[src/rtl/assert_macros.svh]
// ----------------------------------------------------------------------------
// assert_macros
// Assertion helpers for the block's RTL.
// Each macro expects signals named clk and rst in the scope of its use.
// ----------------------------------------------------------------------------
`ifndef ASSERT_MACROS_SVH
`define ASSERT_MACROS_SVH
`ifndef SYNTHESIS
// Check an expression at every rising clock edge outside reset.
`define QX_ASSERT(label, expr) \
  label: assert property (@(posedge clk) disable iff (rst) (expr)) \
    else $error("assertion failed");
// Check that a condition leads to a consequence in the next cycle.
`define QX_ASSERT_NEXT(label, ante, cons) \
  label: assert property (@(posedge clk) disable iff (rst) (ante) |=> (cons)) \
    else $error("assertion failed");
`else
`define QX_ASSERT(label, expr)
`define QX_ASSERT_NEXT(label, ante, cons)
`endif
`endif

[src/rtl/qxmm_pkg.sv]
// ----------------------------------------------------------------------------
// qxmm_pkg
// Types, codes, constants and saturation helper of the X-frame motor mixer.
// ----------------------------------------------------------------------------
`timescale 1ns / 1ps
`default_nettype none

package qxmm_pkg;

  localparam int unsigned Q_W   = 16;
  localparam int unsigned MIX_W = 28;
  localparam int unsigned DZ_W  = 25;
  localparam int unsigned DXY_W = 24;
  localparam int unsigned DYAW_W = 23;
  localparam int unsigned ADDR_W = 3;

  localparam logic [1:0] FUNC_SAMPLE = 2'd0;
  localparam logic [1:0] FUNC_ADD    = 2'd1;
  localparam logic [1:0] FUNC_SET    = 2'd2;

  localparam logic [ADDR_W-1:0] ADDR_LIN_GAIN = 3'd0;
  localparam logic [ADDR_W-1:0] ADDR_YAW_GAIN = 3'd4;

  localparam logic [Q_W-1:0] GAIN_RESET = 16'd256;

  localparam logic signed [MIX_W-1:0] FULL_SCALE = 28'sd25600;
  localparam logic signed [MIX_W-1:0] Q_MAX      = 28'sd32767;
  localparam logic signed [MIX_W-1:0] Q_MIN      = -28'sd32768;

  // Products already shifted down, one sample beat
  typedef struct packed {
    logic [1:0]                func;
    logic signed [DZ_W-1:0]    dz;
    logic signed [DXY_W-1:0]   dx;
    logic signed [DXY_W-1:0]   dy;
    logic signed [DYAW_W-1:0]  dyaw;
    logic signed [Q_W-1:0]     arg;
  } prod_t;

  // Raw mix before range shift
  typedef struct packed {
    logic                      fresh;
    logic signed [Q_W-1:0]     throttle;
    logic signed [MIX_W-1:0]   m0;
    logic signed [MIX_W-1:0]   m1;
    logic signed [MIX_W-1:0]   m2;
    logic signed [MIX_W-1:0]   m3;
  } mix_t;

  typedef struct packed {
    logic                      fresh;
    logic signed [Q_W-1:0]     throttle;
    logic signed [Q_W-1:0]     m0;
    logic signed [Q_W-1:0]     m1;
    logic signed [Q_W-1:0]     m2;
    logic signed [Q_W-1:0]     m3;
  } result_t;

  function automatic logic signed [Q_W-1:0] sat16(input logic signed [MIX_W-1:0] v);
    logic signed [Q_W-1:0] r;
    if (v > Q_MAX) begin
      r = 16'sh7fff;
    end else if (v < Q_MIN) begin
      r = 16'sh8000;
    end else begin
      r = v[Q_W-1:0];
    end
    return r;
  endfunction

endpackage

`default_nettype wire

[src/rtl/quad_x_motor_mixer_controller_core.sv]
// ----------------------------------------------------------------------------
// quad_x_motor_mixer_controller_core
// X-frame quadcopter stabilizer and four-motor mixer, signed Q8.8.
// ----------------------------------------------------------------------------
// Usage:
//   Input stream s_*: one beat per item. s_tuser carries the function code
//   (sample, add throttle delta, set throttle), s_tdata the velocities, the
//   yaw rate and the throttle argument.
//   Output stream m_*: exactly one beat per input beat, in order. m_tdata
//   carries the four motor commands and the throttle accumulator, m_tuser
//   flags motor fields that a sample computed (zero otherwise).
//   APB port: lin_gain at 0x0, yaw_gain at 0x4; write only while idle.
//   The pipe has three stages (multipliers, accumulator update and mix,
//   range shift), registered in s1, s2 and s3, with the accumulators
//   updated in stage 2; throughput is one beat per cycle while m_tready holds.
//   Each stage loads when it is empty or its successor moves, so a stalled
//   receiver holds the output beat while empty upstream stages keep taking
//   input; the pipe fills and then holds until m_tready returns.
//   Reset clears both accumulators, sets both gains to 1.0 and empties
//   the pipe.
`timescale 1ns / 1ps
`default_nettype none
`include "assert_macros.svh"

module quad_x_motor_mixer_controller_core (
  input  wire logic                        clk,
  input  wire logic                        rst,
  // APB configuration
  input  wire logic                        psel,
  input  wire logic                        penable,
  input  wire logic                        pwrite,
  input  wire logic [qxmm_pkg::ADDR_W-1:0] paddr,
  input  wire logic [31:0]                 pwdata,
  output logic      [31:0]                 prdata,
  output logic                             pready,
  // Input stream
  input  wire logic                        s_tvalid,
  output logic                             s_tready,
  // meas_vx, meas_vy, meas_vz, goal_vx, goal_vy, goal_vz, yaw_rate, throttle_arg
  input  wire logic [127:0]                s_tdata,
  // func
  input  wire logic [1:0]                  s_tuser,
  // Output stream
  output logic                             m_tvalid,
  input  wire logic                        m_tready,
  // motor_one, motor_two, motor_three, motor_four, throttle_now
  output logic [79:0]                      m_tdata,
  // motors_fresh
  output logic                             m_tuser
);
  import qxmm_pkg::*;

  logic [Q_W-1:0] lin_gain;
  logic [Q_W-1:0] yaw_gain;
  logic signed [Q_W-1:0] throttle_acc;
  logic signed [Q_W-1:0] yaw_acc;

  logic v1, v2, v3;
  logic rdy1, rdy2, rdy3;
  prod_t   s1, s1_next;
  mix_t    s2, s2_next;
  result_t s3, s3_next;
  logic signed [Q_W-1:0] throttle_next;
  logic signed [Q_W-1:0] yaw_next;

  logic cfg_wr;

  // ---- configuration ----
  assign pready = 1'b1;
  assign cfg_wr = psel && penable && pwrite && pready;

  always_comb begin
    unique case (paddr)
      ADDR_LIN_GAIN: prdata = {16'd0, lin_gain};
      ADDR_YAW_GAIN: prdata = {16'd0, yaw_gain};
      default:       prdata = 32'd0;
    endcase
  end

  always_ff @(posedge clk) begin
    if (rst) begin
      lin_gain <= GAIN_RESET;
      yaw_gain <= GAIN_RESET;
    end else if (cfg_wr) begin
      if (paddr == ADDR_LIN_GAIN) lin_gain <= pwdata[Q_W-1:0];
      if (paddr == ADDR_YAW_GAIN) yaw_gain <= pwdata[Q_W-1:0];
    end
  end

  // ---- flow control ----
  assign rdy3     = !v3 || m_tready;
  assign rdy2     = !v2 || rdy3;
  assign rdy1     = !v1 || rdy2;
  assign s_tready = rdy1;

  // ---- stage 1: errors and gain products ----
  logic signed [16:0] ex, ey, ez, lgs, ygs;
  logic signed [33:0] px, py, pz;
  logic signed [32:0] pyaw;

  always_comb begin
    ex   = {s_tdata[63:63], s_tdata[63:48]} - {s_tdata[15:15], s_tdata[15:0]};
    ey   = {s_tdata[79:79], s_tdata[79:64]} - {s_tdata[31:31], s_tdata[31:16]};
    ez   = {s_tdata[95:95], s_tdata[95:80]} - {s_tdata[47:47], s_tdata[47:32]};
    lgs  = {1'b0, lin_gain};
    ygs  = {1'b0, yaw_gain};
    px   = ex * lgs;
    py   = ey * lgs;
    pz   = ez * lgs;
    pyaw = $signed(s_tdata[111:96]) * ygs;
    // arithmetic shifts round toward minus infinity
    s1_next.func = s_tuser;
    s1_next.dz   = pz[32:8];
    s1_next.dx   = px[32:9];
    s1_next.dy   = py[32:9];
    s1_next.dyaw = pyaw[31:9];
    s1_next.arg  = $signed(s_tdata[127:112]);
  end

  // ---- stage 2: accumulators and mix ----
  logic signed [17:0] tsum;

  always_comb begin
    throttle_next = throttle_acc;
    yaw_next      = yaw_acc;
    tsum          = 18'(throttle_acc) + 18'(s1.arg);
    s2_next.fresh = 1'b0;
    unique case (s1.func)
      FUNC_SAMPLE: begin
        throttle_next = sat16(MIX_W'(throttle_acc) + MIX_W'(s1.dz));
        yaw_next      = sat16(MIX_W'(yaw_acc) + MIX_W'(s1.dyaw));
        s2_next.fresh = 1'b1;
      end
      FUNC_ADD: begin
        // clamp to 0..100%
        if (MIX_W'(tsum) > FULL_SCALE) begin
          throttle_next = FULL_SCALE[Q_W-1:0];
        end else if (tsum < 18'sd0) begin
          throttle_next = '0;
        end else begin
          throttle_next = tsum[Q_W-1:0];
        end
      end
      FUNC_SET: throttle_next = s1.arg;
      default:  throttle_next = throttle_acc;
    endcase
    s2_next.throttle = throttle_next;
    s2_next.m0 = MIX_W'(throttle_next) + MIX_W'(yaw_next) - MIX_W'(s1.dy) - MIX_W'(s1.dx);
    s2_next.m1 = MIX_W'(throttle_next) - MIX_W'(yaw_next) + MIX_W'(s1.dy) - MIX_W'(s1.dx);
    s2_next.m2 = MIX_W'(throttle_next) + MIX_W'(yaw_next) + MIX_W'(s1.dy) + MIX_W'(s1.dx);
    s2_next.m3 = MIX_W'(throttle_next) - MIX_W'(yaw_next) - MIX_W'(s1.dy) + MIX_W'(s1.dx);
  end

  // ---- stage 3: range shift and saturation ----
  logic signed [MIX_W-1:0] hi, lo, adj;

  always_comb begin
    hi = '0;
    lo = FULL_SCALE;
    if (s2.m0 > hi) hi = s2.m0;
    if (s2.m1 > hi) hi = s2.m1;
    if (s2.m2 > hi) hi = s2.m2;
    if (s2.m3 > hi) hi = s2.m3;
    if (s2.m0 < lo) lo = s2.m0;
    if (s2.m1 < lo) lo = s2.m1;
    if (s2.m2 < lo) lo = s2.m2;
    if (s2.m3 < lo) lo = s2.m3;
    if (hi > FULL_SCALE) begin
      adj = hi - FULL_SCALE;
    end else if (lo < 0) begin
      adj = lo;
    end else begin
      adj = '0;
    end
    s3_next.fresh    = s2.fresh;
    s3_next.throttle = s2.throttle;
    // drop the motor fields for non-sample beats
    s3_next.m0 = s2.fresh ? sat16(s2.m0 - adj) : '0;
    s3_next.m1 = s2.fresh ? sat16(s2.m1 - adj) : '0;
    s3_next.m2 = s2.fresh ? sat16(s2.m2 - adj) : '0;
    s3_next.m3 = s2.fresh ? sat16(s2.m3 - adj) : '0;
  end

  // ---- registers ----
  always_ff @(posedge clk) begin
    if (rst) begin
      v1           <= 1'b0;
      v2           <= 1'b0;
      v3           <= 1'b0;
      throttle_acc <= '0;
      yaw_acc      <= '0;
    end else begin
      if (rdy1) v1 <= s_tvalid;
      if (rdy2) v2 <= v1;
      if (rdy3) v3 <= v2;
      // advance the accumulators once per beat entering stage 2
      if (rdy2 && v1) begin
        throttle_acc <= throttle_next;
        yaw_acc      <= yaw_next;
      end
    end
  end

  always_ff @(posedge clk) begin
    if (s_tvalid && rdy1) s1 <= s1_next;
    if (v1 && rdy2)       s2 <= s2_next;
    if (v2 && rdy3)       s3 <= s3_next;
  end

  assign m_tvalid = v3;
  assign m_tdata  = {s3.throttle, s3.m3, s3.m2, s3.m1, s3.m0};
  assign m_tuser  = s3.fresh;

  // ---- assertions ----
  `QX_ASSERT(a_stale_motors_zero, !(m_tvalid && !m_tuser) || (m_tdata[63:0] == 64'd0))
  `QX_ASSERT(a_ready_when_out_empty, m_tvalid || s_tready)
  `QX_ASSERT_NEXT(a_add_clamped, v1 && rdy2 && (s1.func == FUNC_ADD),
                  (throttle_acc >= 16'sd0) && (MIX_W'(throttle_acc) <= FULL_SCALE))
  `QX_ASSERT_NEXT(a_yaw_hold, !(v1 && rdy2 && (s1.func == FUNC_SAMPLE)), $stable(yaw_acc))

endmodule

`default_nettype wire

[config.mk]
export PLATFORM = sky130hd
export DESIGN_NAME = quad_x_motor_mixer_controller_core
export DESIGN_NICKNAME = d
export VERILOG_FILES = /design/src/rtl/qxmm_pkg.sv /design/src/rtl/quad_x_motor_mixer_controller_core.sv
export VERILOG_INCLUDE_DIRS = /design/src /design/src/rtl
export SDC_FILE = /design/constraint.sdc
export NUM_CORES = 2
export LEC_CHECK = 0
export BUFFER_PORTS_ARGS = -buffer_cell sky130_fd_sc_hd__buf_2
export CAP_MARGIN = 20
export CORE_MARGIN = 8
export CORE_UTILIZATION = 34
export CTS_CLUSTER_DIAMETER = 100
export DETAILED_ROUTE_END_ITERATION = 10
export GPL_TIMING_DRIVEN = 0
export PLACE_DENSITY_LB_ADDON = 0.25
export SYNTH_ARGS = -nofsm -noshare
export SYNTH_HDL_FRONTEND = slang
export SYNTH_SLANG_ARGS = --single-unit
export TNS_END_PERCENT = 20
[constraint.sdc]
create_clock -name clk -period 21 [get_ports clk]
set_input_delay 2.1 -clock clk [delete_from_list [all_inputs] [get_ports clk]]
set_output_delay 2.1 -clock clk [all_outputs]
set_load 0.02 [all_outputs]
# After elaboration in Yosys (flattened, before gate mapping)
# Index checks and enable logic that the tools add are counted.
# classes
addsub	21
n_mul	4
n_lt_le_gt_ge	24
eq_ne	3
mux	28
bitwise	1
n_reduce_logical	19
# ops
op	n
$mux W28	10
$mux W16	11
$gt A28 B16 Y1 const B	5
$lt A28 B16 Y1 const B	5
$sub A28 B28 Y28	4
$mul A17 B17 Y33	3
$gt A28 B28 Y1	3
$lt A28 B28 Y1	3
$sub A16 B16 Y17	4
$mux W15	4
$add A25 B24 Y26	2
$sub A25 B24 Y26	2
$add A17 B24 Y25	2
$sub A17 B24 Y25	2
$pmux W16 S3	1
$add A16 B16 Y17	2
$mul A16 B17 Y32	1
$pmux W16 S2	1
$gt A28 B1 Y1 const B	1
$lt A28 B1 Y1 const B	1
$sub A28 B16 Y28 const B	1
$add A16 B25 Y26	1
$gt A26 B16 Y1 const B	1
$lt A26 B16 Y1 const B	1
other kinds (17)	29
# totals
regBits	391
input_bits	172
out_inout_bits	116
word_cells	129

# Longest topological paths before layout
# depth
depth_word	15
ltp_mapped	84
mapped_depth_nobuf	70

# Worst setup path after synthesis
# OpenSTA, ideal clock, no wires.
# synth_timing
path_kind	flip-flop to flip-flop
start	register s2[96] in the netlist's numbering
end	register s3 (netlist bit m_tdata[25]), data pin
setup_ns	0.254
t_arrival_ns	16.227
required_time_ns	20.746
setup_slack_ns	4.520
path_stages_with_launch	78
path_buffers	15
period_less_slack_ns	16.480
path_cell_list	edfxtp_1 > clkbuf_1 > nor4_1 > and4_1 > a21oi_1 > clkbuf_1 > nand2_1 > ha_1 > a211o_1 > a21oi_2 > o221ai_1 > a21o_1 > or3_4 > nand2_2 > buf_4 > buf_4 > clkbuf_1 > buf_1 > (+42 left out) > a21oi_1 > o21bai_1 > a21oi_1 > o21bai_1 > a21oi_1 > o21bai_1 > a21oi_1 > nand2_1 > a2111oi_2 > a2111oi_4 > a31oi_2 > o21bai_1 > a211oi_1 > o2111ai_1 > nand4bb_1 > o311a_1 > buf_2 > a21o_1
# synth_between
elab_chain_len	15
elab_cells_between_ends	26
cone_classes	2 x add/sub; 12 x order compare; 12 x mux
# synth_rtl
item	line_no	rtl
from (decl)	quad_x_motor_mixer_controller_core.sv:61	mix_t s2, s2_next;
from (signal assigned)	quad_x_motor_mixer_controller_core.sv:206	if (v1 && rdy2) s2 <= s2_next;
$lt A28 B16 Y1	quad_x_motor_mixer_controller_core.sv:164	if (s2.m0 < lo) lo = s2.m0;
$mux W28	quad_x_motor_mixer_controller_core.sv:164	
$lt A28 B28 Y1	quad_x_motor_mixer_controller_core.sv:165	if (s2.m1 < lo) lo = s2.m1;
$mux W28	quad_x_motor_mixer_controller_core.sv:165	
$lt A28 B28 Y1	quad_x_motor_mixer_controller_core.sv:166	if (s2.m2 < lo) lo = s2.m2;
$mux W28	quad_x_motor_mixer_controller_core.sv:166	
$lt A28 B28 Y1	quad_x_motor_mixer_controller_core.sv:167	if (s2.m3 < lo) lo = s2.m3;
$mux W28	quad_x_motor_mixer_controller_core.sv:167	
$lt A28 B1 Y1	quad_x_motor_mixer_controller_core.sv:170	end else if (lo < 0) begin
$mux W28	quad_x_motor_mixer_controller_core.sv:170	
$mux W28 *	quad_x_motor_mixer_controller_core.sv:168	if (hi > FULL_SCALE) begin
$sub A28 B28 Y28 *	quad_x_motor_mixer_controller_core.sv:179	s3_next.m1 = s2.fresh ? sat16(s2.m1 - adj) : '0;
$lt A28 B16 Y1	qxmm_pkg.sv:63	end else if (v < Q_MIN) begin
$mux W16	qxmm_pkg.sv:63	
$mux W15 *	qxmm_pkg.sv:61	if (v > Q_MAX) begin
to (signal assigned)	quad_x_motor_mixer_controller_core.sv:207	if (v2 && rdy3) s3 <= s3_next;
to (decl)	quad_x_motor_mixer_controller_core.sv:62	result_t s3, s3_next;
# Mark *: on every way between the ends. The rest lies on a longest branch, timed or not.
# A chain may end at the register's enable or synchronous reset.

# Final worst setup path
# layout_timing
start	register s2[105] in the netlist's numbering
end	register s3 (netlist bit m_tdata[45]), data pin
# layout_between
elab_chain_len	15
elab_cells_between_ends	26
cone_classes	2 x add/sub; 12 x order compare; 12 x mux
# layout_rtl
item	line_no	rtl
$lt A28 B16 Y1	quad_x_motor_mixer_controller_core.sv:164	
$mux W28	quad_x_motor_mixer_controller_core.sv:164	
$lt A28 B28 Y1	quad_x_motor_mixer_controller_core.sv:165	
$mux W28	quad_x_motor_mixer_controller_core.sv:165	
$lt A28 B28 Y1	quad_x_motor_mixer_controller_core.sv:166	
$mux W28	quad_x_motor_mixer_controller_core.sv:166	
$lt A28 B28 Y1	quad_x_motor_mixer_controller_core.sv:167	
$mux W28	quad_x_motor_mixer_controller_core.sv:167	
$lt A28 B1 Y1	quad_x_motor_mixer_controller_core.sv:170	
$mux W28	quad_x_motor_mixer_controller_core.sv:170	
$mux W28 *	quad_x_motor_mixer_controller_core.sv:168	
$sub A28 B28 Y28 *	quad_x_motor_mixer_controller_core.sv:180	s3_next.m2 = s2.fresh ? sat16(s2.m2 - adj) : '0;
$lt A28 B16 Y1	qxmm_pkg.sv:63	
$mux W16	qxmm_pkg.sv:63	
$mux W15 *	qxmm_pkg.sv:61	
# Marks and branches as above.

==> results.json <==
{
  "drt_wl_total_mm": 248,
  "setup.worst_path.class": "register to register",
  "drt_first_iter_violations": 3645,
  "number_of_enable_flip_flop_cells_after_synthesis": 315,
  "worst_skew_pair.late_latency_ns": 0.67,
  "final_nets": 10900,
  "clkSinkCount": 382,
  "drv_slew": 0,
  "crit_top_cell": "sky130_fd_sc_hd__a21oi_1",
  "drt-met1-wl_mm": 107,
  "netlist.area_leader.share_pct": 29.7,
  "r2r_cells": 76,
  "postSynthRegisterBits": 382,
  "fin_area_sq_um": 82600,
  "via_per_inst": 5.04,
  "initial_antenna_violation_count": 14,
  "timing.critical_path.arrival_ns": 20.25,
  "syn_area_sq_um": 75300,
  "worstHoldPathType": "register to register",
  "timing.final.crit_share_pct": 94.7,
  "die_h_um": 487,
  "period_minus_slack_ns": 19.89,
  "number_of_global_route_vias_before_repair": 62100,
  "synthesis.instances": 8415,
  "setup.worst_path.start": "s2[105]$_DFFE_PP_",
  "crit_fanout": 19,
  "io_buffer_count": 253,
  "setup_violations": 0,
  "route.detailed.wl_per_inst_um": 21.0,
  "synth_largest_area_cell": "sky130_fd_sc_hd__fa_1",
  "synth.yosys.seq_area_share_pct": 14.3,
  "critPathMaxStageDelay_ns": 0.79,
  "dpl.hpwl_mm": 213,
  "endpoint": "m_tdata[45]$_SDFFCE_PN0P_",
  "post_synthesis_to_final_layout_area_growth_pct": 9.70,
  "yosys_warnings": 0,
  "tritoncts": "built",
  "grt_remaining_overflow": 0,
  "floorplan.initialDensity_pct": 34.2,
  "ctsHtreeMaxLevel": 2,
  "layout-drive-gt1-share_pct": 6.09,
  "layout.cells.most_common_list": "sky130_fd_sc_hd__inv_1 (1525), sky130_fd_sc_hd__fa_1 (1118), sky130_fd_sc_hd__nand2_1 (928)",
  "cts_made_buffers": 46,
  "antenna_violating_nets_post_route": 0,
  "drt_first_pass_iters": 6,
  "crit_cells": 76,
  "routed-wl-met2_mm": 115,
  "via_count": 59400,
  "max-cap-violations": 0,
  "timing.critical_path.from_type": "register",
  "critPathCaptureType": "register",
  "yosys-top-cells-area": "sky130_fd_sc_hd__fa_1 (30%), sky130_fd_sc_hd__ha_1 (14%), sky130_fd_sc_hd__edfxtp_1 (13%)",
  "timing.clock.skew_ns": 0.0498,
  "path_buf_inv": 15,
  "grt_util_all_layers_pct": 20.5,
  "top_level_ports": 288,
  "worst_ep_required_time_ns": 21.35,
  "dp_cells": 11700,
  "dieArea_sq_um": 237000,
  "route.met3.wl_mm": 13.4,
  "finalHoldViolations": 0,
  "fin_cells": 11800,
  "ctsHoldBuffers": 0,
  "clkSlewWorstSetupHoldPaths_ns": 0.06,
  "top_signal_layer_used": "met5",
  "critical_path.top_delay_family": "compound AO/OA/AOI/OAI gates",
  "maximum_clock_frequency_mhz": 50.3,
  "critical_path.reg2reg.startpoint": "s2[105]$_DFFE_PP_",
  "synth_area_per_cell_sq_um": 8.95,
  "pin_count_of_the_biggest_net_entering_global_routing": 96,
  "worst-r2r-setup-slack_ns": 1.11,
  "layout.core_utilization_pct": 37.6,
  "max-clock-path-buffers": 3,
  "postSynth.asyncResetShare_pct": 0,
  "std_cell_rows": 172,
  "worstMarginPinSlew_ns": 1.22,
  "status": "completed",
  "synth_cell_types": 109,
  "synth_top_flop_cell": "sky130_fd_sc_hd__edfxtp_1",
  "slew_headroom_pct": 17.8,
  "layout_commonest_cell": "sky130_fd_sc_hd__inv_1",
  "grt_first_pass_wirelength_mm": 375,
  "post-route-drc-count": 0,
  "core-area_sq_um": 220000,
  "r2r-end": "m_tdata[45]$_SDFFCE_PN0P_",
  "chipWidth_um": 487,
  "dpl_cell_area_sq_um": 80800,
  "clk_tree_root_cell": "sky130_fd_sc_hd__clkbuf_16",
  "cp_slowest_cell": "sky130_fd_sc_hd__o41ai_4",
  "place_congestion": 0.966
}
-- worst reg2reg max path: cells and delay by family, from the launching register on --
family                   cells  cell delay [ns]
AO/OA/AOI/OAI               38             9.07
flip-flops                   1             0.57
AND/OR/NAND/NOR             18             4.33
buffers and inverters       15             4.28
adder cells (fa/ha/maj)      5             1.36
-- worst min-delay path by stage --
| stage | startpoint | to | slack, ns | cells after the start |
|---|---|---|---|---|
| 6_report | s2[123]$_DFFE_PP_ | m_tdata[75]$_DFFE_PP_ | 0.42 | 0 |
| 5_1_grt | s2[125]$_DFFE_PP_ | m_tdata[77]$_DFFE_PP_ | 0.43 | 0 |
| 4_1_cts | s2[123]$_DFFE_PP_ | m_tdata[75]$_DFFE_PP_ | 0.42 | 0 |
| 3_5_place_dp | s2[123]$_DFFE_PP_ | m_tdata[75]$_DFFE_PP_ | 0.41 | 0 |
| 3_3_place_gp | s2[122]$_DFFE_PP_ | m_tdata[74]$_DFFE_PP_ | 0.41 | 0 |
| 2_1_floorplan | s2[112]$_DFFE_PP_ | m_tdata[64]$_DFFE_PP_ | 0.40 | 0 |
-- routing by layer --
layer | GRT usage, % | vias up
met4 | 8.49 | 6
met1 | 26.9 | 29300
met2 | 34.3 | 1783
met3 | 2.39 | 399
li1 | - | 27800
met5 | 0 | -
-- logic make-up (layout without fill, tap and decap cells) --
group | Yosys count | in the layout | share of synthesized area (%)
adder cells (fa/ha/maj) | 1986 | 1986 | 44.1
AND/OR/NAND/NOR | 2395 | 2395 | 15.3
AO/OA/AOI/OAI | 1381 | 1381 | 11.8
multiplexers | 39 | 39 | 0.542
other | 2 | 21 | 0.00997
flip-flops | 382 | 382 | 14.3
buffers and inverters | 1849 | 2232 | 9.41
XOR/XNOR | 381 | 381 | 4.45
-- synth_stat cells, drive strengths merged (59+ instances only) --
| cell type | n |
|---|---|
| fa | 1118 |
| ha | 864 |
| o21ai | 290 |
| inv | 1526 |
| nor3 | 102 |
| a211oi | 59 |
| dfxtp | 67 |
| and2 | 444 |
| a21o | 115 |
| o21bai | 109 |
| xor2 | 98 |
| nand2 | 930 |
| nor2 | 437 |
| nand2b | 97 |
| nor2b | 83 |
| a21oi | 471 |
| edfxtp | 315 |
| clkbuf | 270 |
| xnor2 | 283 |
| nand3 | 100 |
-- sequential cells by signal, summed over array words and instances, names as in the netlist --
register,cells
m_tuser,1
lin_gain,16
yaw_gain,16
m_tdata,80
v1,1
s1,114
throttle_acc,16
yaw_acc,16
m_tvalid,1
s2,120
v2,1
-- metrics by stage --
stage / setup TNS (ns) / setup slack [ns] / hold slack, ns
detailed placement: -150.42 / -2.78 / 0.405
finish: 0 / 1.11 / 0.417
CTS: 0 / 0.0541 / 0.419
global route: -0.0249 / -0.0139 / 0.430
global placement: -169.34 / -3.18 / 0.406
floorplan: 0 / 4.52 / 0.400
-- cell type report --
cell class	count	area [sq um]
Antenna cell	3	7.51
Buffer	320	1370
Clock buffer	60	1230
Clock inverter	24	300
Fill cell	22600	137000
Inverter	1527	5740
Multi-Input combinational cell	6200	57600
Sequential cell	382	10800
Tap cell	2958	3700
Timing Repair Buffer	301	1860
-- timing repair --
| action | in CTS | in global routing |
|---|---|---|
| setup buffers | 3 | 15 |
| gates resized for setup | 18 | 17 |
| hold endpoints to repair | 0 | 0 |
| cloned | 0 | 0 |
| pin swaps | 0 | 1 |
| endpoints found under the setup margin | 64 | 64 |
Power is not shown: default switching activity piles up to over one toggle a cycle in this logic, so the estimate is an artifact.
